[config.mk]
export PLATFORM = sky130hd
export DESIGN_NAME = cht_useq
export DESIGN_NICKNAME = d
export VERILOG_FILES = /design/src/hw/rtl/cht_pkg.sv /design/src/hw/rtl/cht_useq.sv
export SDC_FILE = /design/constraint.sdc
export NUM_CORES = 1
export LEC_CHECK = 0
export BUFFER_PORTS_ARGS = -buffer_cell sky130_fd_sc_hd__buf_2
export CORE_UTILIZATION = 45
export DETAILED_ROUTE_END_ITERATION = 16
export PLACE_DENSITY = 0.83
export REMOVE_ABC_BUFFERS = 1
export SYNTH_ARGS = -nofsm -noshare
export SYNTH_HDL_FRONTEND = slang
export SYNTH_SLANG_ARGS = --single-unit
[constraint.sdc]
create_clock -name clk_i -period 2.6 [get_ports clk_i]
set_input_delay 0.13 -clock clk_i [delete_from_list [all_inputs] [get_ports clk_i]]
set_output_delay 0.13 -clock clk_i [all_outputs]
set_load 0.02 [all_outputs]
[src/hw/rtl/cht_pkg.sv]
// shared types, constants and microprogram of the chained hash table insert core
`default_nettype none

package cht_pkg;

  localparam int MAX_BUCKETS_DEF = 1024;
  localparam int SLOT_BYTES      = 3;
  localparam int TABLE_RATIO     = 3;

  localparam int FUNC_W   = 2;
  localparam int BUCKET_W = 10;
  localparam int OFF_W    = 24;
  localparam int SIDX_W   = 12;
  localparam int BC_W     = 11;
  localparam int USED_W   = 14;
  localparam int STATUS_W = 2;

  localparam logic [OFF_W-1:0] NAP        = 24'hFFFFFF;
  localparam logic [OFF_W-1:0] CHAIN_FLAG = 24'h800000;
  localparam int               CHAIN_BIT  = 23;

  // divide by three through a reciprocal, exact below 2^23
  localparam logic [23:0] DIV3_MUL   = 24'hAAAAAB;
  localparam int          DIV3_SHIFT = 25;
  localparam int          PROD_W     = 47;
  localparam int          QUOT_W     = PROD_W - DIV3_SHIFT;
  localparam int          IDX_W      = QUOT_W + 1;

  typedef enum logic [FUNC_W-1:0] {
    F_INSERT = 2'd0,
    F_READ   = 2'd1,
    F_CLEAR  = 2'd2,
    F_NONE   = 2'd3
  } func_e;

  typedef enum logic [STATUS_W-1:0] {
    ST_OK      = 2'd0,
    ST_OFF_BIG = 2'd1,
    ST_FULL    = 2'd2
  } status_e;

  typedef enum logic [4:0] {
    U_IDLE,
    U_I0,
    U_I1,
    U_I2,
    U_I3,
    U_I4,
    U_W0,
    U_W1,
    U_W2,
    U_W3,
    U_WR_OFF,
    U_A0,
    U_A1,
    U_A2,
    U_R0,
    U_EMIT_RD,
    U_CLR_CMD,
    U_EMIT,
    U_CLR_RST
  } upc_e;

  typedef enum logic [3:0] {
    C_NEVER,
    C_ALWAYS,
    C_OFF_BIG,
    C_BKT_OOR,
    C_RD_NAP,
    C_CUR_FULL,
    C_P_PLAIN,
    C_STEPS_OVER,
    C_IDX_OOR,
    C_CLR_LAST
  } cond_e;

  typedef enum logic [1:0] {
    RA_NONE,
    RA_BKT,
    RA_IDX,
    RA_SIDX
  } rdsel_e;

  typedef enum logic [2:0] {
    WR_NONE,
    WR_CLR,
    WR_OFF_LAST,
    WR_PTR_LAST,
    WR_P_NODE,
    WR_OFF_NODE1
  } wrsel_e;

  typedef struct packed {
    cond_e   cond;
    upc_e    tgt_t;
    upc_e    tgt_f;
    logic    dispatch;
    rdsel_e  rd_sel;
    wrsel_e  wr_sel;
    logic    ld_p;
    logic    st_set;
    status_e st_val;
    logic    steps_clr;
    logic    steps_inc;
    logic    mul_ld;
    logic    cur_inc;
    logic    cur_clr;
    logic    clr_step;
    logic    emit;
    logic    emit_rd;
  } cw_t;

  typedef struct packed {
    logic off_big;
    logic bkt_oor;
    logic rd_nap;
    logic cur_full;
    logic p_plain;
    logic steps_over;
    logic idx_oor;
    logic clr_last;
  } flags_t;

  function automatic cw_t ucode(input upc_e a);
    cw_t w;
    w          = '0;
    w.cond     = C_NEVER;
    w.tgt_t    = U_IDLE;
    w.tgt_f    = U_IDLE;
    w.rd_sel   = RA_NONE;
    w.wr_sel   = WR_NONE;
    w.st_val   = ST_OK;
    unique case (a)
      U_IDLE: begin
        w.dispatch = 1'b1;
      end
      U_I0: begin
        w.cond   = C_OFF_BIG;
        w.st_set = 1'b1;
        w.st_val = ST_OFF_BIG;
        w.tgt_t  = U_EMIT;
        w.tgt_f  = U_I1;
      end
      U_I1: begin
        w.rd_sel = RA_BKT;
        w.cond   = C_BKT_OOR;
        w.st_set = 1'b1;
        w.st_val = ST_FULL;
        w.tgt_t  = U_EMIT;
        w.tgt_f  = U_I2;
      end
      U_I2: begin
        w.ld_p  = 1'b1;
        w.cond  = C_RD_NAP;
        w.tgt_t = U_WR_OFF;
        w.tgt_f = U_I3;
      end
      U_I3: begin
        w.cond      = C_CUR_FULL;
        w.st_set    = 1'b1;
        w.st_val    = ST_FULL;
        w.steps_clr = 1'b1;
        w.tgt_t     = U_EMIT;
        w.tgt_f     = U_I4;
      end
      U_I4: begin
        w.cond  = C_P_PLAIN;
        w.tgt_t = U_A0;
        w.tgt_f = U_W0;
      end
      U_W0: begin
        w.cond      = C_STEPS_OVER;
        w.st_set    = 1'b1;
        w.st_val    = ST_FULL;
        w.mul_ld    = 1'b1;
        w.steps_inc = 1'b1;
        w.tgt_t     = U_EMIT;
        w.tgt_f     = U_W1;
      end
      U_W1: begin
        w.rd_sel = RA_IDX;
        w.cond   = C_IDX_OOR;
        w.st_set = 1'b1;
        w.st_val = ST_FULL;
        w.tgt_t  = U_EMIT;
        w.tgt_f  = U_W2;
      end
      U_W2: begin
        w.ld_p  = 1'b1;
        w.cond  = C_RD_NAP;
        w.tgt_t = U_WR_OFF;
        w.tgt_f = U_W3;
      end
      U_W3: begin
        w.cond  = C_P_PLAIN;
        w.tgt_t = U_A0;
        w.tgt_f = U_W0;
      end
      U_WR_OFF: begin
        w.wr_sel = WR_OFF_LAST;
        w.cond   = C_ALWAYS;
        w.tgt_t  = U_EMIT;
      end
      U_A0: begin
        w.wr_sel = WR_PTR_LAST;
        w.cond   = C_ALWAYS;
        w.tgt_t  = U_A1;
      end
      U_A1: begin
        w.wr_sel = WR_P_NODE;
        w.cond   = C_ALWAYS;
        w.tgt_t  = U_A2;
      end
      U_A2: begin
        w.wr_sel  = WR_OFF_NODE1;
        w.cur_inc = 1'b1;
        w.cond    = C_ALWAYS;
        w.tgt_t   = U_EMIT;
      end
      U_R0: begin
        w.rd_sel = RA_SIDX;
        w.cond   = C_ALWAYS;
        w.tgt_t  = U_EMIT_RD;
      end
      U_EMIT_RD: begin
        w.emit    = 1'b1;
        w.emit_rd = 1'b1;
      end
      U_CLR_CMD: begin
        w.wr_sel   = WR_CLR;
        w.clr_step = 1'b1;
        w.cur_clr  = 1'b1;
        w.cond     = C_CLR_LAST;
        w.tgt_t    = U_EMIT;
        w.tgt_f    = U_CLR_CMD;
      end
      U_EMIT: begin
        w.emit = 1'b1;
      end
      U_CLR_RST: begin
        w.wr_sel   = WR_CLR;
        w.clr_step = 1'b1;
        w.cur_clr  = 1'b1;
        w.cond     = C_CLR_LAST;
        w.tgt_t    = U_IDLE;
        w.tgt_f    = U_CLR_RST;
      end
      default: begin
        w.dispatch = 1'b1;
      end
    endcase
    return w;
  endfunction

endpackage

`default_nettype wire

[src/hw/rtl/cht_useq.sv]
// microprogram sequencer: step counter, control rom and conditional jumps
`default_nettype none

module cht_useq (
  input  logic                          clk_i,
  input  logic                          rst_ni,
  input  logic                          start_i,
  input  logic [cht_pkg::FUNC_W-1:0]    func_i,
  input  cht_pkg::flags_t               flags_i,
  output cht_pkg::cw_t                  cw_o,
  output logic                          taken_o,
  output logic                          busy_o
);

  import cht_pkg::*;

  upc_e  upc_q, upc_d;
  upc_e  entry;
  cw_t   cw;
  logic  taken;
  func_e fsel;

  assign cw     = ucode(upc_q);
  assign cw_o   = cw;
  assign busy_o = (upc_q != U_IDLE);
  assign fsel   = func_e'(func_i);

  always_comb begin
    unique case (fsel)
      F_INSERT: entry = U_I0;
      F_READ:   entry = U_R0;
      F_CLEAR:  entry = U_CLR_CMD;
      F_NONE:   entry = U_EMIT;
      default:  entry = U_EMIT;
    endcase
  end

  always_comb begin
    unique case (cw.cond)
      C_NEVER:      taken = 1'b0;
      C_ALWAYS:     taken = 1'b1;
      C_OFF_BIG:    taken = flags_i.off_big;
      C_BKT_OOR:    taken = flags_i.bkt_oor;
      C_RD_NAP:     taken = flags_i.rd_nap;
      C_CUR_FULL:   taken = flags_i.cur_full;
      C_P_PLAIN:    taken = flags_i.p_plain;
      C_STEPS_OVER: taken = flags_i.steps_over;
      C_IDX_OOR:    taken = flags_i.idx_oor;
      C_CLR_LAST:   taken = flags_i.clr_last;
      default:      taken = 1'b0;
    endcase
  end

  assign taken_o = taken;

  always_comb begin
    if (cw.dispatch && start_i) begin
      upc_d = entry;
    end else if (taken) begin
      upc_d = cw.tgt_t;
    end else begin
      upc_d = cw.tgt_f;
    end
  end

  always_ff @(posedge clk_i or negedge rst_ni) begin
    if (!rst_ni) begin
      upc_q <= U_CLR_RST;
    end else begin
      upc_q <= upc_d;
    end
  end

endmodule

`default_nettype wire

Yosys cells after proc, flatten, opt, wreduce, memory -nomap -nowiden
Index checks and enable logic that the tools add are counted.
{"block": "word_totals", "register_bits": 5, "input_bits": 13}
{"block": "classes", "eq_ne": 30, "n_mux": 17, "n_reduce_logical": 10}
{"operator": "$pmux 9 s13", "n": 1}
{"operator": "$pmux 5 s10", "n": 1}
{"operator": "$eq 5x4->1 const B", "n": 8}
{"operator": "$eq 5x3->1 const B", "n": 4}
{"operator": "$pmux 5 s4", "n": 1}
{"operator": "$reduce_or 18->1", "n": 1}
{"operator": "$eq 4x3->1 const B", "n": 4}
{"operator": "$eq 5x5->1 const B", "n": 3}
{"operator": "$pmux 3 s5", "n": 1}
{"operator": "$eq 5x2->1 const B", "n": 2}
{"operator": "$mux 5", "n": 2}
{"operator": "$reduce_or 2->1", "n": 5}
{"operator": "$pmux 1 s9", "n": 1}
{"operator": "$eq 4x2->1 const B", "n": 2}
{"operator": "$eq 4x4->1 const B", "n": 2}
{"operator": "$mux 1", "n": 6}
{"operator": "$pmux 2 s3", "n": 1}
{"operator": "$pmux 3 s2", "n": 1}
{"operator": "$eq 5x1->1 const B", "n": 1}
{"operator": "$reduce_bool 5->1", "n": 1}
{"operator": "$eq 2x2->1 const B", "n": 2}
{"operator": "$eq 4x1->1 const B", "n": 1}
{"operator": "$mux 2", "n": 2}
{"operator": "$reduce_or 4->1", "n": 1}
{"operator": "3 further kinds", "n": 3}

Logic depth before layout (Yosys ltp)
Gate-level depths: netlist of run 1.
{"block": "depth", "word_depth": 7, "mapped_depth": 8, "mapped_depth_nobuf": 6}

Least setup slack after synthesis of run 1
OpenSTA, ideal clock, no wires.
{"block": "synth_timing", "path_type": "register to output", "startpoint": "reg upc_q[1]", "endpoint": "out cw_o[10] (netlist name)", "arrival_time_ns": 2.057, "t_required_ns": 2.470, "setup_slack_ns": 0.413, "stages_incl_launch_ff": 7, "cell_sequence": "dfstp_2 -> buf_2 -> buf_2 -> clkbuf_1 -> a21oi_1 -> nor3_1 -> or2_2"}
{"element": "start: declaration", "line_no": "cht_useq.sv:17", "rtl": "upc_e upc_q, upc_d;"}
{"element": "start signal: assignment", "line_no": "cht_useq.sv:70", "rtl": "upc_q <= upc_d;"}
{"element": "end: declaration", "line_no": "cht_useq.sv:10", "rtl": "output cht_pkg::cw_t cw_o,"}

Worst setup path in the final report of run 1
{"block": "layout_timing", "startpoint": "reg upc_q[2]", "endpoint": "out taken_o"}
{"block": "layout_between", "elab_chain_cells": 5}
{"element": "$eq 5x4->1, or another cell as far along", "line_no": "cht_pkg.sv:133", "rtl": "unique case (a)"}
{"element": "$reduce_or 2->1 (no source line)"}
{"element": "$pmux 9 s13 *", "line_no": "cht_pkg.sv:133"}
{"element": "$eq 4x4->1, or another cell as far along", "line_no": "cht_useq.sv:39", "rtl": "unique case (cw.cond)"}
{"element": "$pmux 1 s9 *", "line_no": "cht_useq.sv:39"}
{"element": "end: declaration", "line_no": "cht_useq.sv:11", "rtl": "output logic taken_o,"}
Mark *: on every way between the ends. The rest lies on a longest branch, timed or not.

==> results.md, run 1 <==
- Status: complete, no violations
- Fraction of layout instances using a drive strength above 1: 0.346
- CTS tree: built
- Vias: between 1000 and 1500
- Drt via density: about 5.9
- FF+latch count, synth: 5
- GRT overflow: 0
- Number of flip-flops in the largest register: 5
- Largest regs: upc_q x5
- Leakage power: roughly 0.68 nW
- Hold crit path type: input pin to flop
- Avg Inst Size Synth: 7.20 sq um
- I/O pins: 47
- Area Overhead vs Synth: 24.8%
- Synth Cell Area: 1070 sq um
- Met2 wire length: 1510 um
- Max-slew violation count: 0
- Maxcap violations: 0
- Core area: 2230 sq um
- Largest net degree at the start of global routing: 23
- Clock Skews: 0.00349 ns
- Fin Setup TNS: 0 ns
- Final #Nets: 209
- Async SR Flop Fraction: 1.00
- P per Cell Area: 1480 nW/um^2
- DRC errors left: 0
- Top sig layer: met4
- Post-synth top area share: 0.0699
- CP required: 2.47 ns
- DIE HEIGHT: 50.8 um
- Reg with most FFs: upc_q
- Routed Antenna Nets: 0
- H-Tree Depth: 1
- Buffers on Ports: 46
- Post-synth cell types: 51
- WL met1: 1310 um
- Clock-pin slew on the worst setup and hold paths: 0.04 ns
- Max rail drop VDD: 1060 uV
- Largest area contributor in the netlist: dfrtp_1
- Synth area leaders: dfrtp_1, a21oi_1, dfstp_2, ha_1, mux2i_1
- Die width: 50.8 um
- CP max FO: 12
- Post-synth EDFFs: 0
- Drt pass-1 iters: 5
- Initial Util: 0.481
- Final Hold Viols: 0
- Synthesized instance count: 149
- RePlAce Congestion: 0.808
- Final worst path period share: 0.931
- Avg WL per Cell: roughly 14 um
- RSZ-0062 raised after global routing: no
- All-layer global routing usage: 0.252
- Row cnt: 17
- Final Routed Wirelength: 3050 um
- Critical Path AT: 2.29 ns
- Total length of routed met3 wires: 190 um
- Min Hold Slack: ~0.14 ns
- Startpoint types: flop
- WS Path Type: flop to output port
- Min cycle time layout: 2.42 ns
- Number of setup violations in the final report: 0
- First-pass GRT wire length: 4990 um
- Post-DP HPWL: 2320 um
- Die area: 2580 sq um
- Top_reg_cell synth: dfrtp_1
- Achievable clock frequency: roughly 410 MHz
- CTS Buf Count: 3
- Antenna violations before repair: 0
- Clock Tree Buf Depth: 2
- Clock sinks: 5
- Initial drt markers: 73
- Register area share after synthesis: 0.119
- Yosys warns: 0
- Max_slew headroom: 0.721
- Worst-margin pin slew: 0.408 ns
- Post-CTS Setup Bufs: 0
- Vias in the first global route: 1096
- Worst skew pair latency: 0.24 ns
- # diodes: 0
- Worst Setup End Kind: output port
- Clk root buf: clkbuf_4
==> final cells by class <==
| type | instances | area (sq um) |
|---|---|---|
| Sequential cell | 5 | 128 |
| Tap cell | 28 | 35.0 |
| Clock buffer | 4 | 26.3 |
| Inverter | 7 | 26.3 |
| Timing Repair Buffer | 55 | 300 |
| Fill cell | 210 | 893 |
| Multi-Input combinational cell | 120 | 825 |
==> cells by family after synthesis <==
logic type,share of synthesized area
muxes,0.0571
buffers and inverters,0.113
DFF,0.119
xor gates and xnor gates,0.0490
adders and majority gates,0.0466
and+or+nand+nor,0.335
AOI/OAI and AO/OA,0.281
==> where the power goes <==
part	total (mW)	switching, mW	leakage (nW)	internal [mW]
registers	0.240	0.115	0.0603	0.125
logic	1.65	1.01	0.600	0.640
clock network	0.0907	0.0326	0.0150	0.0581
==> per-stage QoR <==
| step | utilization | cells | total power [mW] | setup WS [ns] | instance area (sq um) |
|---|---|---|---|---|---|
| 2_1_floorplan | - | 132 | 1.37 | 0.0678 | 978 |
| 3_3_place_gp | 0.584 | 214 | 1.84 | 0.433 | 1300 |
| 3_5_place_dp | 0.584 | 214 | 1.86 | 0.382 | 1300 |
| 4_1_cts | 0.600 | 219 | 1.97 | 0.186 | 1340 |
| 5_1_grt | 0.600 | 219 | 2.13 | 0.0402 | 1340 |
| 6_report | 0.600 | 219 | 1.98 | 0.179 | 1340 |
==> synth_stat cells (all sizes together), types with 2 or more instances <==
master,count
nor2,13
nand2,11
or3,2
xor2,5
mux2i,5
nand3b,2
nand2b,6
dfrtp,3
nand3,2
or2,2
buf,11
dfstp,2
o2111ai,4
clkbuf,6
nor3,9
nor3b,2
ha,4
or3b,2
o31ai,2
o21ai,7
and2,3
nor4b,2
a21oi,12
a32oi,2
nor2b,3
inv,7
==> final timing paths <==
path	start	to	slack [ns]	cells past startpoint
min in group asynchronous	rst_ni	upc_q[0]$_DFF_PN0_	0.22	2
hold / removal	start_i	upc_q[4]$_DFF_PN1_	0.14	3
hold reg to reg	upc_q[4]$_DFF_PN1_	upc_q[3]$_DFF_PN0_	0.81	3
setup reg to reg	upc_q[2]$_DFF_PN0_	upc_q[0]$_DFF_PN0_	0.35	6
setup / recovery	upc_q[2]$_DFF_PN0_	taken_o	0.18	6
max in group asynchronous	rst_ni	upc_q[4]$_DFF_PN1_	2.17	2
==> layer usage <==
layer / up-vias / GRT usage
met1: 599 / 0.333
li1: 621 / -
met5: - / 0
met2: 61 / 0.422
met4: 0 / 0.106
met3: 7 / 0.0179
==> layout by cell type (no fill, tap or decap), types with 2 or more instances in the layout <==
cell type,count
nor2b_1,3
buf_2,46
dfrtp_1,3
or3b_1,2
o31ai_1,2
o21ai_0,7
xor2_1,5
nor3b_1,2
or3_1,2
dfstp_2,2
buf_4,8
clkbuf_4,3
nand3b_1,2
inv_1,7
nor2_1,13
or2_2,2
mux2i_1,5
nand2_1,11
nand2b_1,6
nor3_1,9
and2_1,3
o2111ai_1,4
ha_1,4
a21oi_1,12
nand3_1,2
==> critical path: stages, from the launching register on <==
cell,delay [ns]
dfrtp_1,0.58
or3b_1,0.39
a311oi_1,0.32
a211oi_1,0.13
a32oi_4,0.37
inv_1,0.09
buf_2,0.17
==> timing repair <==
item / in CTS / in global routing
hold endpoints to repair: 5 / 0
hold buffers: 1 / 0
resized for setup: 0 / 0
(Power assumes the default switching activity.)
==> inputs of run 2 (changes only) <==
- CORE_ASPECT_RATIO: unset -> 1.4
- clock period: 2.6 -> 2.3 ns (I/O delays scaled with it)
==> run 2 against run 1 <==
Compared with the run above: the run now ends with negative setup slack left; cell count is 1.4% higher; global-route usage is 1.6 points higher; critical path depth rose by 1; register-to-register slack worse by 0.37 ns; utilization grew 5.4 points; clock power increased by 16%; first-iteration DRC count is 52% higher; via count increased by 7.6%; count of clock-buffer cells in the layout unchanged; die area is 0.12% higher; critical path type is now flop to flop; largest cell class unchanged; largest power group unchanged; highest routed layer unchanged.
==> results.md, run 2 (same netlist as run 1, synthesis figures left out) <==
- Leakage power: 0.725 nW (was 0.675 nW)
- First-pass GRT wire length: 5400 um (was 4990 um)
- Drt via density: 6.24 (was 5.88)
- Setup crit start: upc_q[3]$_DFF_PN0_ (was upc_q[2]$_DFF_PN0_)
- Post-DP HPWL: 2750 um (was 2320 um)
- Final #Nets: 218 (was 209)
- GRT overflow: 0 (unchanged)
- Fillers: 204 (was 210)
- CTS Buf Count: 3 (unchanged)
- Routed Antenna Nets: 0 (unchanged)
- # diodes: 0 (unchanged)
- DP Area: 1360 sq um (was 1300 sq um)
- Final Hold Viols: 0 (unchanged)
- Fraction of layout instances using a drive strength above 1: 0.395 (was 0.346)
- Number of setup violations in the final report: 1 (was 0)
- Worst hold start: start_i (unchanged)
- Max_slew headroom: 0.759 (was 0.721)
- Hold endpoint: upc_q[4]$_DFF_PN1_ (unchanged)
- DRC errors left: 0 (unchanged)
- Largest regs: upc_q x5 (unchanged)
- Min cycle time layout: around 2.3 ns
- Buffers on Ports: 46 (unchanged)
- Number of flip-flops in the largest register: 5 (unchanged)
- Status: finished, violations left (was complete, no violations)
- PnR worst setup slack: -0.0160 ns (was 0.179 ns)
- Fin Setup TNS: -0.0160 ns (was 0 ns)
- P per Cell Area: 1770 nW/um^2 (was 1480 nW/um^2)
- Achievable clock frequency: 432 MHz
- Max rail drop VDD: 912 uV (was 1060 uV)
- R2R setup slack: -0.02 ns (was 0.35 ns)
- Largest net degree at the start of global routing: 27 (was 23)
- Clock Skews: 0.00285 ns (was 0.00349 ns)
- RePlAce Congestion: 0.910 (was 0.808)
- Vias: 1386 (was 1288)
- Worst Setup End Kind: flop (was output port)
- Clk root buf: clkbuf_4 (unchanged)
- Max-slew violation count: 0 (unchanged)
- Failing checks: negative setup slack
- Worst R2R Path Depth: 7 (was 6)
- Clock-pin slew on the worst setup and hold paths: 0.05 ns (was 0.04 ns)
- Area Overhead vs Synth: 34.1% (was 24.8%)
- Reg with most FFs: upc_q (unchanged)
- All-layer global routing usage: 0.269 (was 0.252)
- I/O pins: 47 (unchanged)
- Final worst path period share: 1.01
- Final Routed Wirelength: 3550 um (was 3050 um)
- H-Tree Depth: 1 (unchanged)
- Core area: 2200 sq um (was 2230 sq um)
- Startpoint types: flop (unchanged)
- Post-layout instance area: 1440 sq um (was 1340 sq um)
- Maxcap violations: 0 (unchanged)
- Min-Delay Path Depth: 3 (unchanged)
- Initial drt markers: 111 (was 73)
- CP required: 2.41 ns (was 2.47 ns)
- Critical Path AT: 2.43 ns (was 2.29 ns)
- Initial Util: 0.488 (was 0.481)
- Row cnt: 20 (was 17)
- Most frequent cells in the layout: buf_2, buf_4, nor2_1 (was buf_2, nor2_1, a21oi_1)
- Die width: 43.3 um (was 50.8 um)
- Min Hold Slack: 0.149 ns (was 0.141 ns)
- DIE HEIGHT: 59.8 um (was 50.8 um)
- Worst skew pair latency: 0.25 ns (was 0.24 ns)
- CTS tree: built (unchanged)
- Worst r2r src: upc_q[3]$_DFF_PN0_ (was upc_q[2]$_DFF_PN0_)
- Vias in the first global route: 1273 (was 1096)
- Antenna violations before repair: 0 (unchanged)
- Hold crit path type: input pin to flop (unchanged)
- Drt pass-1 iters: 4 (was 5)
- CP max FO: 22 (was 12)
- Avg WL per Cell: 16.0 um (was 13.9 um)
- WS Path Type: flop to flop (was flop to output port)
- Reg2reg end: upc_q[2]$_DFF_PN0_ (was upc_q[0]$_DFF_PN0_)
- Most common cell after layout, fill and taps aside: buf_2 (unchanged)
- Die area: 2590 sq um (was 2580 sq um)
- Clock sinks: 5 (unchanged)
- Clock Tree Buf Depth: 2 (unchanged)
- Worst-margin pin slew: 0.352 ns (was 0.408 ns)
## run 2: changes by cell type in the layout (fill, tap and decap cells not counted), sizes merged
cell	delta
buf	+9
## run 2: power breakdown
part           switching, mW  internal (mW)  leakage [nW]
clock                 0.0391         0.0658        0.0150
combinational           1.30          0.914         0.653
sequential            0.0906          0.143        0.0573
total                   1.43           1.12         0.725
## run 2: timing repair
item                                   4_1_cts  5_1_grt
buffers inserted                             0        4
pin swaps                                    1        1
endpoints found under the hold margin        5        0
hold buffers                                 1        0
setup endpoints to repair                    1        5
resized for setup                            0        4
## run 2: area by class of cell
cell class	count	area, sq um	share of cell area
clock buffer	4	26.3	0.0182
sequential	5	130	0.0904
tap	22	27.5	0.0191
multi-input combinational	120	837	0.581
inverter	7	26.3	0.0182
timing repair buffer	64	393	0.273
## run 2: how the worst max path moves through the flow
stage | to | cells past startpoint
2_1_floorplan | upc_q[2]$_DFF_PN0_ | 5
3_3_place_gp | upc_q[0]$_DFF_PN0_ | 6
3_5_place_dp | upc_q[2]$_DFF_PN0_ | 5
4_1_cts | taken_o | 6
5_1_grt | upc_q[2]$_DFF_PN0_ | 7
6_report | upc_q[2]$_DFF_PN0_ | 7
## run 2: worst max-delay path, cell delays in order, from the launching register on
cell      delay, ns
dfrtp_2        0.47
buf_12         0.18
nor4b_4        0.37
a222oi_1       0.19
a21oi_1        0.28
a32oi_4        0.12
buf_4          0.18
a221o_1        0.38
## run 2: per-stage QoR
| stage | total power, mW | cells | util | worst slack (ns) |
|---|---|---|---|---|
| 4_1_cts | 2.36 | 218 | 0.634 | 0.00963 |
| 2_1_floorplan | 1.55 | 132 | - | -0.232 |
| 3_3_place_gp | 2.19 | 213 | 0.617 | 0.225 |
| 6_report | 2.55 | 222 | 0.654 | -0.0160 |
| 5_1_grt | 2.70 | 222 | 0.654 | -0.0895 |
| 3_5_place_dp | 2.24 | 213 | 0.617 | 0.127 |
## run 2: per-layer routing
layer | wire length (um) | track usage
met5 | 0 | 0
met4 | 170 | 0.152
met2 | 1900 | 0.495
met3 | 189 | 0.0211
met1 | 1290 | 0.296
